--- config.mk ---
export PLATFORM = sky130hd
export DESIGN_NAME = ryd_ctrl_flat
export DESIGN_NICKNAME = d
export VERILOG_FILES = /design/src/sv/ryd_pkg.sv /design/src/sv/ryd_if.sv /design/src/sv/ryd_ctrl.sv /design/src/flat_wrapper.sv
export SDC_FILE = /design/constraint.sdc
export NUM_CORES = 1
export LEC_CHECK = 0
export CAP_MARGIN = 10
export CORE_ASPECT_RATIO = 2
export CORE_UTILIZATION = 30
export DETAILED_ROUTE_END_ITERATION = 8
export DONT_BUFFER_PORTS = 1
export GPL_TIMING_DRIVEN = 0
export PLACE_DENSITY_LB_ADDON = 0.12
export REMOVE_ABC_BUFFERS = 1
export SYNTH_ARGS = -nofsm -noshare
export SYNTH_HDL_FRONTEND = slang
export SYNTH_SLANG_ARGS = --single-unit
export TNS_END_PERCENT = 30
--- constraint.sdc ---
create_clock -name i_clk -period 15.95 [get_ports i_clk]
set_clock_uncertainty 0.1 [all_clocks]
set_input_delay 2.3925 -clock i_clk [delete_from_list [all_inputs] [get_ports i_clk]]
set_output_delay 2.3925 -clock i_clk [all_outputs]
set_load 0.02 [all_outputs]
--- src/sv/ryd_pkg.sv ---
`timescale 1ns / 1ps
// shared constants, coefficients and stage type for the rgb to yuv 4:2:0 block
package ryd_pkg;

    localparam int MAX_WIDTH = 4096;

    localparam int LW_BITS = 13;
    localparam logic [LW_BITS-1:0] LW_RESET = 13'd640;

    localparam int PIX_BITS   = 8;
    localparam int SUM_BITS   = 9;
    localparam int ENTRY_BITS = 3 * SUM_BITS;
    localparam int Q_SHIFT    = 15;
    localparam int Y_ACC_BITS = 23;
    localparam int C_ACC_BITS = 26;

    // apb register map
    localparam int APB_ADDR_BITS = 2;
    localparam int APB_DATA_BITS = 32;
    localparam logic [APB_ADDR_BITS-1:0] ADDR_LINE_WIDTH = 2'd0;

    // luma weights, q15
    localparam logic [14:0] C_Y_R = 15'd9798;
    localparam logic [14:0] C_Y_G = 15'd19235;
    localparam logic [14:0] C_Y_B = 15'd3736;

    // chroma weights, q15
    localparam logic signed [15:0] C_U_R = -16'sd5538;
    localparam logic signed [15:0] C_U_G = -16'sd10846;
    localparam logic signed [15:0] C_U_B = 16'sd16351;
    localparam logic signed [15:0] C_V_R = 16'sd16351;
    localparam logic signed [15:0] C_V_G = -16'sd13697;
    localparam logic signed [15:0] C_V_B = -16'sd2664;
    localparam int C_OFFSET = 128;

    // first stage: accepted pixel plus its horizontal pair sums
    typedef struct packed {
        logic                valid;
        logic                chroma;
        logic [PIX_BITS-1:0] red;
        logic [PIX_BITS-1:0] green;
        logic [PIX_BITS-1:0] blue;
        logic [SUM_BITS-1:0] sum_r;
        logic [SUM_BITS-1:0] sum_g;
        logic [SUM_BITS-1:0] sum_b;
    } t_stage;

endpackage

--- src/sv/ryd_if.sv ---
`timescale 1ns / 1ps
// pixel and result stream interfaces
interface ryd_pix_if;
    logic                         valid;
    logic                         ready;
    logic [ryd_pkg::PIX_BITS-1:0] blue;
    logic [ryd_pkg::PIX_BITS-1:0] green;
    logic [ryd_pkg::PIX_BITS-1:0] red;
    logic                         frame_start;

    modport source (output valid, output blue, output green, output red,
                    output frame_start, input ready);
    modport sink   (input valid, input blue, input green, input red,
                    input frame_start, output ready);
endinterface


--- src/sv/ryd_ctrl.sv ---
`timescale 1ns / 1ps
// raster position tracking, pair summing and line store access
module ryd_ctrl #(
    parameter int MAX_WIDTH = ryd_pkg::MAX_WIDTH,
    localparam int AW = (MAX_WIDTH / 2 > 1) ? $clog2(MAX_WIDTH / 2) : 1
) (
    input  logic                           i_clk,
    input  logic                           i_rst_n,
    ryd_pix_if.sink                        i_pix,
    input  logic                           i_adv,
    input  logic [ryd_pkg::LW_BITS-1:0]    i_line_width,
    output logic                           o_ram_we,
    output logic                           o_ram_re,
    output logic [AW-1:0]                  o_ram_addr,
    output logic [ryd_pkg::ENTRY_BITS-1:0] o_ram_wdata,
    output ryd_pkg::t_stage                o_s1
);

    localparam int CW = $clog2(MAX_WIDTH);
    localparam int XW = ($clog2(MAX_WIDTH + 1) > ryd_pkg::LW_BITS) ?
                        $clog2(MAX_WIDTH + 1) : ryd_pkg::LW_BITS;
    localparam logic [XW-1:0] CAP = XW'(MAX_WIDTH - (MAX_WIDTH % 2));

    logic [CW-1:0]   r_col, n_col;
    logic            r_odd, n_odd;
    logic [23:0]     r_held, n_held;
    logic            r_s1_v;
    ryd_pkg::t_stage r_s1, n_s1;

    logic [XW-1:0] lw_even, width, col_next;
    logic [CW-1:0] col_eff;
    logic          odd_eff, wrap_pre, accept;
    logic [CW:0]   slot;

    assign accept      = i_pix.valid & i_adv;
    assign i_pix.ready = i_adv;

    always_comb begin
        lw_even = XW'({i_line_width[ryd_pkg::LW_BITS-1:1], 1'b0});
        width   = (lw_even > CAP) ? CAP : lw_even;
        if (width < XW'(2)) begin
            width = XW'(2);
        end

        // a shrunken width can leave the column past the row end
        wrap_pre = XW'(r_col) >= width;
        if (i_pix.frame_start) begin
            col_eff = '0;
            odd_eff = 1'b0;
        end else if (wrap_pre) begin
            col_eff = '0;
            odd_eff = ~r_odd;
        end else begin
            col_eff = r_col;
            odd_eff = r_odd;
        end

        col_next = XW'(col_eff) + XW'(1);
        if (col_next >= width) begin
            n_col = '0;
            n_odd = ~odd_eff;
        end else begin
            n_col = col_next[CW-1:0];
            n_odd = odd_eff;
        end

        n_held = col_eff[0] ? r_held : {i_pix.red, i_pix.green, i_pix.blue};

        n_s1.valid  = 1'b1;
        n_s1.chroma = col_eff[0] & odd_eff;
        n_s1.red    = i_pix.red;
        n_s1.green  = i_pix.green;
        n_s1.blue   = i_pix.blue;
        n_s1.sum_r  = ryd_pkg::SUM_BITS'(i_pix.red)   + ryd_pkg::SUM_BITS'(r_held[23:16]);
        n_s1.sum_g  = ryd_pkg::SUM_BITS'(i_pix.green) + ryd_pkg::SUM_BITS'(r_held[15:8]);
        n_s1.sum_b  = ryd_pkg::SUM_BITS'(i_pix.blue)  + ryd_pkg::SUM_BITS'(r_held[7:0]);

        // writes happen on even rows and reads on odd rows, never in the same cycle
        slot        = (CW + 1)'(col_eff) >> 1;
        o_ram_addr  = slot[AW-1:0];
        o_ram_wdata = {n_s1.sum_r, n_s1.sum_g, n_s1.sum_b};
        o_ram_we    = accept & col_eff[0] & ~odd_eff;
        o_ram_re    = accept & col_eff[0] & odd_eff;
    end

    always_ff @(posedge i_clk) begin
        if (!i_rst_n) begin
            r_col  <= '0;
            r_odd  <= 1'b0;
            r_held <= '0;
            r_s1_v <= 1'b0;
        end else if (i_adv) begin
            r_s1_v <= i_pix.valid;
            if (accept) begin
                r_col  <= n_col;
                r_odd  <= n_odd;
                r_held <= n_held;
            end
        end
    end

    always_ff @(posedge i_clk) begin
        if (accept) begin
            r_s1 <= n_s1;
        end
    end

    always_comb begin
        o_s1       = r_s1;
        o_s1.valid = r_s1_v;
    end

endmodule

--- src/flat_wrapper.sv ---
// flat-port wrapper written by rule: the top's interface ports become plain ports
module ryd_ctrl_flat 
#(
    parameter int MAX_WIDTH = ryd_pkg::MAX_WIDTH,
    localparam int AW = (MAX_WIDTH / 2 > 1) ? $clog2(MAX_WIDTH / 2) : 1
)
  (i_clk, i_rst_n, i_adv, i_line_width, o_ram_we, o_ram_re, o_ram_addr, o_ram_wdata, o_s1, i_pix_valid, i_pix_blue, i_pix_green, i_pix_red, i_pix_frame_start, i_pix_ready);
  ryd_pix_if i_pix_i ();
  input  logic i_clk;
  input  logic i_rst_n;
  input  logic i_adv;
  input  logic [ryd_pkg::LW_BITS-1:0] i_line_width;
  output logic o_ram_we;
  output logic o_ram_re;
  output logic [AW-1:0] o_ram_addr;
  output logic [ryd_pkg::ENTRY_BITS-1:0] o_ram_wdata;
  output ryd_pkg::t_stage o_s1;
  input wire logic [$bits(i_pix_i.valid)-1:0] i_pix_valid;
  input wire logic [$bits(i_pix_i.blue)-1:0] i_pix_blue;
  input wire logic [$bits(i_pix_i.green)-1:0] i_pix_green;
  input wire logic [$bits(i_pix_i.red)-1:0] i_pix_red;
  input wire logic [$bits(i_pix_i.frame_start)-1:0] i_pix_frame_start;
  output wire logic [$bits(i_pix_i.ready)-1:0] i_pix_ready;
  assign i_pix_i.valid = i_pix_valid;
  assign i_pix_i.blue = i_pix_blue;
  assign i_pix_i.green = i_pix_green;
  assign i_pix_i.red = i_pix_red;
  assign i_pix_i.frame_start = i_pix_frame_start;
  assign i_pix_ready = i_pix_i.ready;
  ryd_ctrl #(.MAX_WIDTH(MAX_WIDTH)) u_core (.i_clk(i_clk), .i_rst_n(i_rst_n), .i_pix(i_pix_i), .i_adv(i_adv), .i_line_width(i_line_width), .o_ram_we(o_ram_we), .o_ram_re(o_ram_re), .o_ram_addr(o_ram_addr), .o_ram_wdata(o_ram_wdata), .o_s1(o_s1));
endmodule
==> results by group <==
Outcome
  – Status: complete, no violations

Placed design
  – Post-detail-place hpwl: around 9.1 mm
  – Inst Count DP: 677
  – Cell area after placement: approximately 0.0051 sq mm
  – Final GP Congestion: 0.880
  – IO Port Bufs: 0

Critical path
  – FF-to-FF path depth: 19
  – Worst path arrival time: 8.18 ns
  – CP max-delay cell: sky130_fd_sc_hd__or3_1
  – Startpoint Class: input pin
  – Required time worst endpoint: 16.09 ns
  – Type of the worst setup path: input pin to register
  – Critical path depth in cells: 20
  – Startpoint of the most critical setup path: i_line_width[12]
  – CP Capture Type: register
  – Crit path buf inv count: 1
  – Maximum cell stage delay along the critical path: approximately 0.66 ns
  – Family of cells with the greatest summed delay on the critical path: simple AND/OR/NAND/NOR gates
  – Largest fanout of any net on the critical path: 16
  – Launch point of the worst reg-to-reg path: u_core.r_col[7]$_SDFFE_PN0P_
  – Cell-by-cell listing of the critical path: inv_1, nand2_1, ha_1, o21ai_0, a311oi_1, or3_1, nor2_1, ha_1, and3_1, nand3_1, xnor2_1, nor2_1, ha_1, a211oi_1, o21ai_0, o211a_1, a311o_1, nor3_4, nor2_1, nor4b_1

Finish
  – Net count, final: 574
  – Antenna diode count: 0
  – Number of filler cells placed in the layout: approximately 1.7k
  – Footprint of the multi-input gates: 0.00239 sq mm
  – Post-layout instance area: between 0.005 and 0.006 sq mm
  – Area occupied by registers: 0.00232 sq mm
  – Fraction of layout instances using a drive strength above 1: 4.53%
  – Final cell utilization of the core: between 30% and 40%
  – Layout overhead on the synthesized area: 4.77%
  – Final std cells w/o fill: approximately 690

Clock tree
  – Resized cells post-CTS: 0
  – # Post-CTS Setup Buffers: 0
  – Maximum clock insertion buffer count: 2
  – Worst skew pair latency: around 0.34 ns
  – CTS Hold Buffers Added: 0
  – Number of H-tree branching levels: 3
  – CTS buffer count: 9
  – Clock sink total: 90
  – Clock transition at the registers of the reported paths: 0.06 ns
  – Clock root cell: sky130_fd_sc_hd__clkbuf_16
  – TritonCTS clock tree: done

Pwr
  – Total power per unit cell area: 99.0 mW/mm^2
  – Total leakage power: 2.11 nW
  – Sw power: about 0.00015 W
  – Clock Power Share: a little over a third
  – Reg power frac: 52.1%
  – VDD IR-drop max: 0.0327 mV
  – Internal power summed over all cells: a little under 0.0004 W
  – Switching power share of the total: 27.7%
  – Logic gate share of total power: 11.8%

Synthesis
  – Largest area contributor in the synthesized netlist: sky130_fd_sc_hd__edfxtp_1
  – Sequential fraction of the synthesis area: approximately 45%
  – Total standard cell area after synthesis: 0.00514 sq mm
  – Count of mapped cells out of synthesis: roughly 520
  – Area share of the leading cell type in the synthesized netlist: 30.4%
  – Yosys reg bits: 90
  – Mean Syn Cell Area: just under 10 sq um
  – Unique masters post-synth: 46
  – Most used standard cell by instance count after synthesis: sky130_fd_sc_hd__edfxtp_1
  – Synth top area cells: sky130_fd_sc_hd__edfxtp_1, sky130_fd_sc_hd__dfxtp_1, sky130_fd_sc_hd__ha_1
  – Ys Warns: 0
  – Most frequent cells after synthesis: sky130_fd_sc_hd__edfxtp_1, sky130_fd_sc_hd__nand2_1, sky130_fd_sc_hd__ha_1, sky130_fd_sc_hd__o21ai_0, sky130_fd_sc_hd__dfxtp_1
  – Share of synthesized flip-flops with an asynchronous set or reset: 0%
  – Count of flip-flops with a built-in enable after synthesis: between 50 and 60
  – Dominant synthesized flop cell: sky130_fd_sc_hd__edfxtp_1

Timing
  – Final worst path period need: 8.04 ns
  – Setup total negative slack: 0 ns
  – Final setup violation count: 0
  – RSZ-0062 raised after global routing: no
  – Hold WS: 0.362 ns
  – Transition time of the tightest slew-check pin: approximately 1.0 ns
  – Max Fclk: about 0.12 GHz
  – Period Utilization, post-route: 50.4%
  – Fin. Hold Viols: 0
  – Worst slew margin relative to its limit: 31.5%
  – Max-slew violation total from the final report: 0

Global routing
  – Global-route congestion overflow total: 0
  – Global-route wire length before repair: 18.4 mm
  – Antenna violations before repair: 0
  – Via count of the first global-routing pass: between 3k and 4k
  – Aggregate global-route resource usage: 13.9%
  – Pin count of the biggest net entering global routing: 73

Floorplan
  – Number of placement rows: 67
  – Initial Utilization: 30.6%
  – Die span in y: 187 um
  – Core box area: 0.0168 sq mm
  – Ports: ~140
  – Chip Width: 94.5 um
  – Die footprint: 0.0177 sq mm

Route
  – Vias/cell: a little over 5
  – Number of vias after detailed routing: about 3.5k
  – Detail Route Antenna Nets: 0
  – Routed length per instance: 17.1 um
  – DRC errors left: 0
  – Length of the first detailed-routing pass in iterations: 4
  – Starting DRT DRC Count: 80
  – Top metal layer carrying routed signals: met4
  – Met2 Routed Length: 6.81 mm
  – Detailed-route wire length: 11.9 mm
  – Wire length on met3: ~640 um
  – Metal1 wirelength: 4.04 mm

Min path
  – Min-Delay Path Class: register to register
  – Cell depth of the worst hold path: 2
  – Worst Hold Launch: u_core.r_held[20]$_SDFFE_PN0P_

Flow run
  – Max-cap violation count: 0
## registers in the layout, indices dropped and copies added, names as in the netlist
signal,count
u_core.o_s1,52
u_core.r_col,12
u_core.r_held,24
u_core.r_odd,1
u_core.r_s1_v,1
## routing by layer
metal	global-route usage, %	vias up
li1	-	1737
met1	12.0	1647
met2	27.4	98
met3	3.29	20
met4	7.63	0
met5	0	-
## placed cells by master (no fill, tap or decap), types with 12 or more instances in the layout
cell type                  instances
sky130_fd_sc_hd__nand4_1          12
sky130_fd_sc_hd__nor2_1           28
sky130_fd_sc_hd__o21ai_0          47
sky130_fd_sc_hd__inv_1            28
sky130_fd_sc_hd__xnor2_1          15
sky130_fd_sc_hd__edfxtp_1         52
sky130_fd_sc_hd__nand3_1          35
sky130_fd_sc_hd__ha_1             48
sky130_fd_sc_hd__dfxtp_1          38
sky130_fd_sc_hd__and2_1           13
sky130_fd_sc_hd__nand2_1          51
## per-stage QoR
step           setup slack (ns)  power (W)
2_1_floorplan              8.71   0.000331
3_3_place_gp               7.19   0.000345
3_5_place_dp               7.51   0.000347
4_1_cts                    7.86   0.000544
5_1_grt                    7.46   0.000557
6_report                   7.91   0.000533
## power groups by stage
stage	logic (W)	clock network, W	registers (W)
global placement	0.0000621	0	0.000283
CTS	0.0000645	0.000202	0.000278
finish	0.0000630	0.000192	0.000278
detailed placement	0.0000643	0	0.000283
floorplan	0.0000498	0	0.000281
global route	0.0000703	0.000208	0.000279
## logic make-up after synthesis
kind of cell,count (synthesis),synth area share (%)
and+or+nand+nor,171,16.7
buffers and inverters,80,8.52
AOI/OAI and AO/OA,97,11.4
xor gates and xnor gates,24,4.09
muxes,6,1.17
adders and majority gates,51,12.9
DFF,90,45.2
## final timing paths
path	end	slack (ns)
max reg2reg	u_core.r_col[5]$_SDFFE_PN0P_	9.96
min reg2reg	u_core.r_held[20]$_SDFFE_PN0P_	0.36
max	u_core.r_col[5]$_SDFFE_PN0P_	7.91
min	u_core.r_held[20]$_SDFFE_PN0P_	0.36
## cell type report
class                   count  share of cell area, %
clock buffers              12                   4.39
multi-input cells         349                   44.5
flip-flops and latches     90                   43.1
well taps                 207                   4.81
clock inverters             4                  0.418
repair buffers              2                  0.744
inverters                  29                   2.02
## worst reg2reg max path: cells and delay by family, from the launching register on
kind	cells	cell delay, ns
adders and majority gates	3	1.03
and+or+nand+nor	9	2.39
DFF	1	0.38
AOI/OAI and AO/OA	6	1.85
xor gates and xnor gates	1	0.14
Note: power is estimated with default switching activity, not from simulation.
