**src/sv/ryd_pkg.sv**
```systemverilog
`timescale 1ns / 1ps
// shared constants, coefficients and stage type for the rgb to yuv 4:2:0 block
package ryd_pkg;

    localparam int MAX_WIDTH = 4096;

    localparam int LW_BITS = 13;
    localparam logic [LW_BITS-1:0] LW_RESET = 13'd640;

    localparam int PIX_BITS   = 8;
    localparam int SUM_BITS   = 9;
    localparam int ENTRY_BITS = 3 * SUM_BITS;
    localparam int Q_SHIFT    = 15;
    localparam int Y_ACC_BITS = 23;
    localparam int C_ACC_BITS = 26;

    // apb register map
    localparam int APB_ADDR_BITS = 2;
    localparam int APB_DATA_BITS = 32;
    localparam logic [APB_ADDR_BITS-1:0] ADDR_LINE_WIDTH = 2'd0;

    // luma weights, q15
    localparam logic [14:0] C_Y_R = 15'd9798;
    localparam logic [14:0] C_Y_G = 15'd19235;
    localparam logic [14:0] C_Y_B = 15'd3736;

    // chroma weights, q15
    localparam logic signed [15:0] C_U_R = -16'sd5538;
    localparam logic signed [15:0] C_U_G = -16'sd10846;
    localparam logic signed [15:0] C_U_B = 16'sd16351;
    localparam logic signed [15:0] C_V_R = 16'sd16351;
    localparam logic signed [15:0] C_V_G = -16'sd13697;
    localparam logic signed [15:0] C_V_B = -16'sd2664;
    localparam int C_OFFSET = 128;

    // first stage: accepted pixel plus its horizontal pair sums
    typedef struct packed {
        logic                valid;
        logic                chroma;
        logic [PIX_BITS-1:0] red;
        logic [PIX_BITS-1:0] green;
        logic [PIX_BITS-1:0] blue;
        logic [SUM_BITS-1:0] sum_r;
        logic [SUM_BITS-1:0] sum_g;
        logic [SUM_BITS-1:0] sum_b;
    } t_stage;

endpackage

```
**src/sv/ryd_if.sv**
```systemverilog


interface ryd_res_if;
    logic                         valid;
    logic                         ready;
    logic [ryd_pkg::PIX_BITS-1:0] luma;
    logic                         chroma_valid;
    logic [ryd_pkg::PIX_BITS-1:0] chroma_u;
    logic [ryd_pkg::PIX_BITS-1:0] chroma_v;

    modport source (output valid, output luma, output chroma_valid,
                    output chroma_u, output chroma_v, input ready);
    modport sink   (input valid, input luma, input chroma_valid,
                    input chroma_u, input chroma_v, output ready);
endinterface

```
**src/sv/ryd_conv.sv**
```systemverilog
`timescale 1ns / 1ps
// color conversion pipeline and output register
module ryd_conv (
    input  logic                           i_clk,
    input  logic                           i_rst_n,
    input  ryd_pkg::t_stage                i_s1,
    input  logic [ryd_pkg::ENTRY_BITS-1:0] i_rdata,
    output logic                           o_adv,
    ryd_res_if.source                      o_res
);

    localparam int SB = ryd_pkg::SUM_BITS;
    localparam int CA = ryd_pkg::C_ACC_BITS;
    localparam int YA = ryd_pkg::Y_ACC_BITS;

    function automatic logic [7:0] clamp8(input logic signed [CA-1:0] v);
        logic [7:0] res;
        if (v < 0) begin
            res = 8'd0;
        end else if (v > CA'(255)) begin
            res = 8'd255;
        end else begin
            res = v[7:0];
        end
        return res;
    endfunction

    // stage 2
    logic          r_s2_v, r_s2_c;
    logic [YA-1:0] r_y_acc, n_y_acc;
    logic [SB-1:0] r_avg_r, r_avg_g, r_avg_b;
    logic [SB-1:0] n_avg_r, n_avg_g, n_avg_b;
    // stage 3
    logic                 r_s3_v, r_s3_c;
    logic [7:0]           r_y;
    logic signed [CA-1:0] r_u_acc, r_v_acc, n_u_acc, n_v_acc;
    logic signed [CA-1:0] s_r, s_g, s_b;
    // output
    logic                 r_out_v, r_cv;
    logic [7:0]           r_luma, r_u, r_v;
    logic signed [CA-1:0] u_off, v_off;

    assign o_adv = ~r_out_v | o_res.ready;

    always_comb begin
        n_y_acc = YA'(ryd_pkg::C_Y_R) * YA'(i_s1.red)
                + YA'(ryd_pkg::C_Y_G) * YA'(i_s1.green)
                + YA'(ryd_pkg::C_Y_B) * YA'(i_s1.blue);
        // rounded 2x2 average from stored and current pair sums
        n_avg_r = SB'((11'(i_s1.sum_r) + 11'(i_rdata[3*SB-1:2*SB]) + 11'd2) >> 2);
        n_avg_g = SB'((11'(i_s1.sum_g) + 11'(i_rdata[2*SB-1:SB]) + 11'd2) >> 2);
        n_avg_b = SB'((11'(i_s1.sum_b) + 11'(i_rdata[SB-1:0]) + 11'd2) >> 2);

        s_r = $signed({{(CA - SB){1'b0}}, r_avg_r});
        s_g = $signed({{(CA - SB){1'b0}}, r_avg_g});
        s_b = $signed({{(CA - SB){1'b0}}, r_avg_b});
        n_u_acc = s_r * ryd_pkg::C_U_R + s_g * ryd_pkg::C_U_G + s_b * ryd_pkg::C_U_B;
        n_v_acc = s_r * ryd_pkg::C_V_R + s_g * ryd_pkg::C_V_G + s_b * ryd_pkg::C_V_B;

        // arithmetic shift floors toward minus infinity
        u_off = (r_u_acc >>> ryd_pkg::Q_SHIFT) + CA'(ryd_pkg::C_OFFSET);
        v_off = (r_v_acc >>> ryd_pkg::Q_SHIFT) + CA'(ryd_pkg::C_OFFSET);
    end

    always_ff @(posedge i_clk) begin
        if (!i_rst_n) begin
            r_s2_v  <= 1'b0;
            r_s3_v  <= 1'b0;
            r_out_v <= 1'b0;
        end else if (o_adv) begin
            r_s2_v  <= i_s1.valid;
            r_s3_v  <= r_s2_v;
            r_out_v <= r_s3_v;
        end
    end

    always_ff @(posedge i_clk) begin
        if (o_adv) begin
            r_s2_c  <= i_s1.chroma;
            r_y_acc <= n_y_acc;
            r_avg_r <= n_avg_r;
            r_avg_g <= n_avg_g;
            r_avg_b <= n_avg_b;

            r_s3_c  <= r_s2_c;
            r_y     <= clamp8(CA'(r_y_acc >> ryd_pkg::Q_SHIFT));
            r_u_acc <= n_u_acc;
            r_v_acc <= n_v_acc;

            r_luma  <= r_y;
            r_cv    <= r_s3_c;
            r_u     <= r_s3_c ? clamp8(u_off) : 8'd0;
            r_v     <= r_s3_c ? clamp8(v_off) : 8'd0;
        end
    end

    assign o_res.valid        = r_out_v;
    assign o_res.luma         = r_luma;
    assign o_res.chroma_valid = r_cv;
    assign o_res.chroma_u     = r_u;
    assign o_res.chroma_v     = r_v;

endmodule
```
**src/flat_wrapper.sv**
```systemverilog
// flat-port wrapper written by rule: the top's interface ports become plain ports
module ryd_conv_flat 
  (i_clk, i_rst_n, i_s1, i_rdata, o_adv, o_res_valid, o_res_luma, o_res_chroma_valid, o_res_chroma_u, o_res_chroma_v, o_res_ready);
  ryd_res_if o_res_i ();
  input  logic i_clk;
  input  logic i_rst_n;
  input  ryd_pkg::t_stage i_s1;
  input  logic [ryd_pkg::ENTRY_BITS-1:0] i_rdata;
  output logic o_adv;
  output wire logic [$bits(o_res_i.valid)-1:0] o_res_valid;
  output wire logic [$bits(o_res_i.luma)-1:0] o_res_luma;
  output wire logic [$bits(o_res_i.chroma_valid)-1:0] o_res_chroma_valid;
  output wire logic [$bits(o_res_i.chroma_u)-1:0] o_res_chroma_u;
  output wire logic [$bits(o_res_i.chroma_v)-1:0] o_res_chroma_v;
  input wire logic [$bits(o_res_i.ready)-1:0] o_res_ready;
  assign o_res_valid = o_res_i.valid;
  assign o_res_luma = o_res_i.luma;
  assign o_res_chroma_valid = o_res_i.chroma_valid;
  assign o_res_chroma_u = o_res_i.chroma_u;
  assign o_res_chroma_v = o_res_i.chroma_v;
  assign o_res_i.ready = o_res_ready;
  ryd_conv u_core (.i_clk(i_clk), .i_rst_n(i_rst_n), .i_s1(i_s1), .i_rdata(i_rdata), .o_adv(o_adv), .o_res(o_res_i));
endmodule
```
**config.mk**
```make
export PLATFORM = sky130hd
export DESIGN_NAME = ryd_conv_flat
export DESIGN_NICKNAME = d
export VERILOG_FILES = /design/src/sv/ryd_pkg.sv /design/src/sv/ryd_if.sv /design/src/sv/ryd_conv.sv /design/src/flat_wrapper.sv
export SDC_FILE = /design/constraint.sdc
export NUM_CORES = 1
export LEC_CHECK = 0
export BUFFER_PORTS_ARGS = -buffer_cell sky130_fd_sc_hd__buf_2
export CAP_MARGIN = 10
export CORE_AREA = 2 2 229 231
export CTS_BUF_LIST = sky130_fd_sc_hd__clkbuf_4
export DETAILED_ROUTE_END_ITERATION = 10
export DIE_AREA = 0 0 231 233
export PLACE_DENSITY = 0.7
export REMOVE_ABC_BUFFERS = 1
export SLEW_MARGIN = 30
export SYNTH_ARGS = -nofsm -noshare
export SYNTH_HDL_FRONTEND = slang
export SYNTH_SLANG_ARGS = --single-unit
```
**constraint.sdc**
```tcl
create_clock -name i_clk -period 13.5 [get_ports i_clk]
set_clock_uncertainty 0.1 [all_clocks]
set_input_delay 1.35 -clock i_clk [delete_from_list [all_inputs] [get_ports i_clk]]
set_output_delay 1.35 -clock i_clk [all_outputs]
set_load 0.05 [all_outputs]
```
==> results of run 1 <==
-- per-stage QoR --
stage | std cells | cell area, sq um | hold slack, ns | setup WS (ns)
final | 3572 | 28600 | 0.340 | 5.07
after global routing | 3572 | 28600 | 0.344 | 4.74
after CTS | 3568 | 28600 | 0.344 | 5.17
after detailed placement | 3552 | 28400 | 0.307 | 4.47
after global placement | 3552 | 28400 | 0.305 | 4.61
after floorplan | 2760 | 27000 | 0.300 | 5.19
-- Yosys cell counts (all sizes together) (28+ instances only) --
master | n | share of area [%]
nand3 | 42 | 0.80
xor2 | 96 | 3.1
edfxtp | 92 | 10
nand2 | 67 | 0.93
a21o | 39 | 1.1
nand2b | 28 | 0.65
xnor2 | 100 | 3.2
inv | 683 | 9.5
and3 | 29 | 0.67
fa | 390 | 29
a21oi | 115 | 2.2
o21ai | 75 | 1.4
nor2 | 105 | 1.5
o21a | 47 | 1.3
nor3 | 47 | 0.87
ha | 572 | 27
-- per-layer routing --
metal	wire length [um]	part of all wire (%)
met5	0	0
met4	1560	2.7
met3	1680	2.9
met2	29100	50
met1	26000	45
-- cell type report --
type / count / area, sq um / share of cell area (%)
well taps: 680 / 851 / 2.98
repair buffers: 112 / 568 / 1.99
flip-flops and latches: 95 / 2820 / 9.88
inverters: 683 / 2570 / 8.98
clock inverters: 7 / 93.8 / 0.328
multi-input cells: 1982 / 21600 / 75.6
diodes: 4 / 10.0 / 0.0350
clock buffers: 9 / 67.6 / 0.237
-- how the worst max path moves through the flow --
stage	from	to	cells after the start
6_report	i_s1[32]	u_core.r_y_acc[22]	31
5_1_grt	i_s1[32]	u_core.r_y_acc[22]	31
4_1_cts	i_s1[32]	u_core.r_y_acc[22]	31
3_5_place_dp	i_s1[32]	u_core.r_y_acc[22]	31
3_3_place_gp	i_s1[32]	u_core.r_y_acc[22]	31
2_1_floorplan	i_s1[32]	u_core.r_y_acc[22]	30
-- flip-flops by register name (all words and copies together) (netlist names), 8 cells and up --
name / cells
u_core.r_u_acc: 11
u_core.r_v_acc: 11
u_core.r_avg_b: 9
u_core.r_avg_g: 9
u_core.r_avg_r: 9
u_core.o_res.chroma_u: 8
u_core.o_res.chroma_v: 8
u_core.o_res.luma: 8
u_core.r_y: 8
u_core.r_y_acc: 8
-- logic make-up (layout without fill, tap and decap cells) --
family	Yosys count	count (layout)	share of synthesized area, %
adders and majority gates	962	962	55.5
buffers and inverters	686	811	9.54
AOI/OAI and AO/OA	418	418	10.5
and+or+nand+nor	402	402	7.50
other	0	4	0
xor gates and xnor gates	196	196	6.36
DFF	95	95	10.5
muxes	4	4	0.148
==> impl_metrics.env, run 1 <==
export IMPL_synth_avg_cell_area_sq_um=9.77
export IMPL_relSlewSlack_pct=41.3
export IMPL_crit_buf_inv=7
export IMPL_cts_path_max_buffers=2
export IMPL_layout_nets=3928
export IMPL_viasPerCell=5.31
export IMPL_layout_commonest_cell="inv_1"
export IMPL_drt_first_pass_iters=6
export IMPL_cts_root_buf="clkbuf_4"
export IMPL_placementRows=83
export IMPL_hold_end="u_core.o_res.luma[4]"
export IMPL_final_util_pct=55.9
export IMPL_grt_use_met3_pct=2.55
export IMPL_crit_arrival_ns=8.71
export IMPL_synthArstFlopShare_pct=0
export IMPL_hpwl_um=52200
export IMPL_grt_use_total_pct=23.0
export IMPL_r2r_slack_ns=5.57
export IMPL_cts_tree="yes"
export IMPL_die_area_sq_um=53800
export IMPL_cts_sinks=95
export IMPL_path_clk_slew_ns=0.19
export IMPL_crit_type="input pin to flop"
export IMPL_rr_startpoint="u_core.r_avg_g[1]"
export IMPL_rsz0062_at_grt="no"
export IMPL_areaGrowthSynthToFinish_pct=5.88
export IMPL_fill_cells=4571
export IMPL_hold_path_depth=0
export IMPL_io_pins=110
export IMPL_tightest_slew_ns=0.875
export IMPL_cap_viol_max_count=0
export IMPL_ys_seq_area_share_pct=10.5
export IMPL_hold_violations=0
export IMPL_crit_family="adder cells"
export IMPL_wire_per_inst_um=16.3
export IMPL_fin_tns_setup_ns=0
export IMPL_h_tree_depth=3
export IMPL_crit_path_start_kind="input pin"
export IMPL_antenna_found_initial=2
export IMPL_setup_viol_count_final=0
export IMPL_drive_gt1_share_pct=5.92
export IMPL_start_util_pct=52.8
export IMPL_min_period_ns=8.43
export IMPL_grt_pass1_wl_um=99000
export IMPL_cp_slowest_cell="fa_1"
export IMPL_required_ns=13.78
export IMPL_via_count=18964
export IMPL_post_route_drc_count=0
export IMPL_holdBufCountCts=0
export IMPL_syn_cell_area_sq_um=27000
export IMPL_ys_seq_elements=95
export IMPL_max_stage_delay_ns=0.55
export IMPL_hp_start="u_core.r_y[4]"
export IMPL_cts_made_buffers=9
export IMPL_synth_cell_type_count=76
export IMPL_hp_class="flop to flop"
export IMPL_status="finished clean"
export IMPL_ant_nets=0
export IMPL_drt_iter0_drc=738
export IMPL_clock_latency_ns=0.63
export IMPL_grt_max_degree=58
export IMPL_die_w_um=231
export IMPL_core_area_sq_um=51100
export IMPL_grt_overflow_total=0
export IMPL_gp_congestion=0.941
export IMPL_use_met2_pct=41.1
export IMPL_fin_crit_sh_pct=62.4
export IMPL_portBuffers=109
export IMPL_cp_max_fo=6
export IMPL_crit_path_end_kind="flop"
export IMPL_die_height_um=233
export IMPL_reg2reg_depth=27
export IMPL_drt_wl_total_um=58300
export IMPL_grt_pass1_vias=20367
export IMPL_fmaxAchievable_mhz=119
export IMPL_ys_warn_count=0
export IMPL_synth_edf_count=92
export IMPL_post_cts_resized=0
export IMPL_synth_top_flop_cell="edfxtp_1"
export IMPL_syn_inst=2763
export IMPL_finalMaxSlewViolations=0
export IMPL_reg2reg_to="u_core.r_v_acc[24]"
export IMPL_busiest_layer="met2"
export IMPL_use_met1_pct=29.3
export IMPL_final_cell_mix="682 x inv_1, 572 x ha_1, 390 x fa_1, 112 x a21oi_1, 109 x buf_2"
export IMPL_cts_setup_buffers=0
Power of run 1 is not shown: default switching activity piles up to over one toggle a cycle in this logic, so the estimate is an artifact.
==> run 2: changes to the inputs <==
PLACE_DENSITY = 0.72   (was 0.7)
clock period = 6.85 ns   (was 13.5 ns; I/O delays follow)
==> run 2 against run 1 <==
Net effect: the run now ends with negative setup slack left; global-route usage increased by 1.6 points; final area grew 12%; wire length is 10% higher; hold slack lost 0.20 ns; sequential cell count stayed put; first-iteration DRC count up 13%.
==> impl_metrics.env, run 2 (same netlist as run 1, synthesis figures left out) <==
export IMPL_fmaxAchievable_mhz=140
export IMPL_grt_pass1_wl_um=105000
export IMPL_setup_viol_count_final=14
export IMPL_fin_cells=3870
export IMPL_setup_ws_ns=-0.271
export IMPL_via_count=20412
export IMPL_hold_violations=0
export IMPL_cp_max_fo=2
export IMPL_placementRows=83
export IMPL_cts_tree="yes"
export IMPL_relSlewSlack_pct=45.1
export IMPL_cts_root_buf="clkbuf_4"
export IMPL_crit_path_start_kind="input pin"
export IMPL_violations="negative setup slack"
export IMPL_top_regs="u_core.r_u_acc: 11 flops, u_core.r_v_acc: 11 flops"
export IMPL_fill_cells=4124
export IMPL_cts_path_max_buffers=2
export IMPL_wl_met1_um=27700
export IMPL_cts_sinks=95
export IMPL_place_inst=3817
export IMPL_drt_iter0_drc=834
export IMPL_layout_commonest_cell="inv_1"
export IMPL_start_util_pct=52.8
export IMPL_cap_viol_max_count=0
export IMPL_crit_buf_inv=6
export IMPL_grt_overflow_total=0
export IMPL_viasPerCell=5.27
export IMPL_top_layer="met4"
export IMPL_crit_arrival_ns=7.42
export IMPL_wire_per_inst_um=16.6
export IMPL_ant_nets=0
export IMPL_status="complete, but fails checks"
export IMPL_crit_path_end_kind="flop"
export IMPL_areaGrowthSynthToFinish_pct=18.4
export IMPL_startpoint="i_s1[33]"
export IMPL_path_common_cell="fa_1"
export IMPL_required_ns=7.15
export IMPL_path_clk_slew_ns=0.18
export IMPL_drt_wl_total_um=64400
export IMPL_final_cell_mix="663 x inv_1, 536 x ha_1, 380 x fa_1, 296 x buf_4, 106 x buf_2"
export IMPL_rr_startpoint="u_core.r_avg_g[1]"
export IMPL_portBuffers=109
export IMPL_wl_met3_um=1950
export IMPL_crit_type="input pin to flop"
export IMPL_clock_latency_ns=0.65
export IMPL_layout_nets=4229
export IMPL_core_area_sq_um=51100
export IMPL_max_stage_delay_ns=0.53
export IMPL_h_tree_depth=3
export IMPL_grt_use_total_pct=24.6
export IMPL_tightest_slew_ns=0.824
export IMPL_fin_crit_sh_pct=104
export IMPL_hpwl_um=55300
export IMPL_post_route_drc_count=0
export IMPL_crit_family="adder cells"
export IMPL_rsz0062_at_grt="yes"
export IMPL_hp_class="input pin to flop"
export IMPL_drt_first_pass_iters=7
export IMPL_grt_pass1_vias=21707
export IMPL_die_area_sq_um=53800
export IMPL_holdWs_ns=0.141
export IMPL_wl_met2_um=33000
export IMPL_hp_start="i_s1[51]"
export IMPL_place_area_sq_um=30400
export IMPL_die_w_um=231
export IMPL_cp_slowest_cell="fa_1"
export IMPL_grt_max_degree=58
export IMPL_finalMaxSlewViolations=0
export IMPL_gp_congestion=0.934
export IMPL_die_height_um=233
export IMPL_final_util_pct=62.5
export IMPL_final_design_area_no_fill_sq_um=32000
export IMPL_io_pins=110
export IMPL_antenna_found_initial=2
export IMPL_drive_gt1_share_pct=20.3
export IMPL_cts_made_buffers=9
export IMPL_min_period_ns=7.12
run 2: through the flow:
| step | setup TNS [ns] | setup slack [ns] |
|---|---|---|
| final | -2.11 | -0.271 |
| after global routing | -6.26 | -0.462 |
| after CTS | -0.557 | -0.145 |
| after detailed placement | -12.81 | -1.43 |
| after global placement | -9.97 | -1.27 |
| after floorplan | -5.43 | -0.797 |
run 2: per-layer routing:
| metal | up-vias | global-route usage [%] |
|---|---|---|
| met5 | - | 0 |
| met1 | 10094 | 30.7 |
| met4 | 0 | 8.00 |
| li1 | 9896 | - |
| met3 | 98 | 2.10 |
| met2 | 324 | 44.7 |
run 2: worst paths after layout:
path	endpoint	slack [ns]	cells after the start
worst max register to register	u_core.r_v_acc[24]	-0.25	28
worst min-delay path	u_core.r_s2_c	0.14	1
worst min register to register	u_core.o_res.luma[7]	0.34	0
worst max-delay path	u_core.r_y_acc[22]	-0.27	30
run 2: what timing repair did:
action | in CTS | in global routing
setup endpoints to repair | 25 | 28
endpoints found under the hold margin | 0 | 0
resized for setup | 88 | 154
setup buffers | 17 | 22
pin swaps | 77 | 80
hold buffers | 0 | 0
run 2: area by class of cell:
| cell class | count | area (sq um) | area share [%] |
|---|---|---|---|
| sequential | 95 | 2820 | 8.83 |
| antenna | 1 | 2.50 | 0.00783 |
| timing repair buffer | 413 | 2880 | 9.01 |
| clock inverter | 7 | 93.8 | 0.294 |
| tap | 680 | 851 | 2.66 |
| clock buffer | 9 | 67.6 | 0.211 |
| inverter | 683 | 2570 | 8.04 |
| multi-input combinational | 1982 | 22700 | 70.9 |
run 2: worst reg2reg max path, delay by kind of cell, from the launching register on:
family / cells / cell delay, ns
buf+inv: 8 / 0.68
flops: 1 / 0.49
simple gates: 3 / 0.57
compound gates: 7 / 1.44
fa+ha+maj: 8 / 3.26
xor+xnor: 2 / 0.31
Power of run 2 is left out for the same reason.
==> run 3: changes to the inputs <==
TNS_END_PERCENT = 1   (was default)
==> run 3 against run 2 <==
Net effect: the run still ends with negative setup slack left; hold slack worse by 0.012 ns; utilization is 1.2 points lower; via count is 0.70% lower; first-iteration DRC count is 3.0% higher; critical path depth is 3 lower; cell count is 0.52% lower; non-clock buffer count is 20 lower; global-route usage hardly changed; die area stayed put; maximum frequency is 1.2% higher; setup slack better by 0.086 ns; highest routed layer unchanged.
==> impl_metrics.env, run 3 (same netlist as run 1, synthesis figures left out) <==
export IMPL_path_clk_slew_ns=0.19
export IMPL_crit_type="flop to flop"
export IMPL_top_regs="u_core.r_u_acc: 11 flops, u_core.r_v_acc: 11 flops"
export IMPL_crit_arrival_ns=7.33
export IMPL_drt_iter0_drc=859
export IMPL_hold_path_depth=1
export IMPL_final_cell_mix="671 x inv_1, 547 x ha_1, 385 x fa_1, 283 x buf_4, 106 x buf_2"
export IMPL_cts_tree="yes"
export IMPL_antenna_found_initial=2
export IMPL_rr_startpoint="u_core.r_avg_g[1]"
export IMPL_cts_sinks=95
export IMPL_reg2reg_to="u_core.r_v_acc[24]"
export IMPL_placementRows=83
export IMPL_hp_start="i_s1[51]"
export IMPL_die_height_um=233
export IMPL_grt_pass1_vias=21665
export IMPL_h_tree_depth=3
export IMPL_hp_class="input pin to flop"
export IMPL_relSlewSlack_pct=45.4
export IMPL_core_area_sq_um=51100
export IMPL_portBuffers=109
export IMPL_cp_max_fo=4
export IMPL_viasPerCell=5.26
export IMPL_fin_cells=3850
export IMPL_cap_viol_max_count=0
export IMPL_layout_commonest_cell="inv_1"
export IMPL_cts_root_buf="clkbuf_4"
export IMPL_io_pins=110
export IMPL_rsz0062_at_grt="yes"
export IMPL_status="complete, but fails checks"
export IMPL_hold_end="u_core.r_s2_c"
export IMPL_layout_nets=4209
export IMPL_hpwl_um=55300
export IMPL_post_route_drc_count=0
export IMPL_reg2reg_depth=27
export IMPL_place_inst=3817
export IMPL_grt_use_total_pct=24.5
export IMPL_fmaxAchievable_mhz=142
export IMPL_place_area_sq_um=30400
export IMPL_hold_violations=0
export IMPL_crit_path_end_kind="flop"
export IMPL_start_util_pct=52.8
export IMPL_required_ns=7.14
export IMPL_grt_overflow_total=0
export IMPL_r2r_slack_ns=-0.19
export IMPL_holdWs_ns=0.129
export IMPL_finalMaxSlewViolations=0
export IMPL_cts_path_max_buffers=2
export IMPL_violations="negative setup slack"
export IMPL_gp_congestion=0.934
export IMPL_tightest_slew_ns=0.819
export IMPL_drt_first_pass_iters=5
export IMPL_die_area_sq_um=53800
export IMPL_grt_max_degree=58
export IMPL_areaGrowthSynthToFinish_pct=16.2
export IMPL_via_count=20269
export IMPL_setup_ws_ns=-0.185
export IMPL_fin_crit_sh_pct=103
export IMPL_ant_nets=0
export IMPL_drt_wl_total_um=63000
export IMPL_final_design_area_no_fill_sq_um=31400
export IMPL_min_period_ns=7.04
export IMPL_drive_gt1_share_pct=17.7
export IMPL_clock_latency_ns=0.66
export IMPL_cts_made_buffers=9
export IMPL_wire_per_inst_um=16.4
export IMPL_die_w_um=231
export IMPL_setup_viol_count_final=10
export IMPL_crit_path_start_kind="flop"
export IMPL_grt_pass1_wl_um=105000
[run 3: final cells by class]
class                   count  area, sq um
diodes                      1         2.50
clock inverters             7         93.8
multi-input cells        1982        22300
fillers                  4229        19700
flip-flops and latches     95         2820
repair buffers            393         2700
well taps                 680          851
inverters                 683         2570
clock buffers               9         67.6
[run 3: layer usage]
layer | global-route usage [%] | up-vias | routed length (um)
met5 | 0 | - | 0
met4 | 7.86 | 0 | 1580
met3 | 2.06 | 76 | 1780
met2 | 44.8 | 323 | 32300
met1 | 30.7 | 10019 | 27400
li1 | - | 9851 | -
[run 3: worst max-delay path by stage]
| stage | slack, ns | start | endpoint | depth (start not counted) |
|---|---|---|---|---|
| after global routing | -0.44 | u_core.r_avg_g[1] | u_core.r_v_acc[24] | 27 |
| after CTS | -0.14 | i_s1[33] | u_core.r_y_acc[22] | 31 |
| after detailed placement | -1.43 | i_s1[32] | u_core.r_y_acc[22] | 31 |
| final | -0.19 | u_core.r_avg_g[1] | u_core.r_v_acc[24] | 27 |
| after floorplan | -0.80 | i_s1[32] | u_core.r_y_acc[22] | 30 |
| after global placement | -1.27 | i_s1[32] | u_core.r_y_acc[22] | 31 |
[run 3: critical path, stage by stage, from the launching register on]
cell and delay (ns):
edfxtp_1 0.48, fa_1 0.60, inv_2 0.07, fa_1 0.50, inv_2 0.07, ha_4 0.26, inv_2 0.03, fa_1 0.50
inv_1 0.05, fa_1 0.52, ha_4 0.21, o211ai_1 0.19, nand2_1 0.13, a41oi_2 0.24, o21bai_1 0.11, a21oi_2 0.19
xor2_2 0.20, fa_1 0.45, inv_2 0.08, ha_4 0.21, a21o_1 0.19, a221oi_2 0.26, o21ai_1 0.08, and2_1 0.17
o31a_1 0.33, a41oi_2 0.30, a21boi_1 0.12, xor2_1 0.15
[run 3: metrics by stage]
step	TNS (ns)	utilization, %	worst slack, ns
after CTS	-0.582	60.9	-0.145
after global placement	-9.97	59.5	-1.27
after floorplan	-5.43	-	-0.797
final	-1.17	61.4	-0.185
after detailed placement	-12.81	59.5	-1.43
after global routing	-5.39	61.4	-0.436
[run 3: timing repair]
action / in CTS / in global routing
cloned: 0 / 0
setup buffers: 14 / 2
hold endpoints to repair: 0 / 0
hold buffers: 0 / 0
gates resized for setup: 84 / 63
pin swaps: 70 / 33
endpoints found under the setup margin: 25 / 28
Power of run 3 is left out for the same reason.
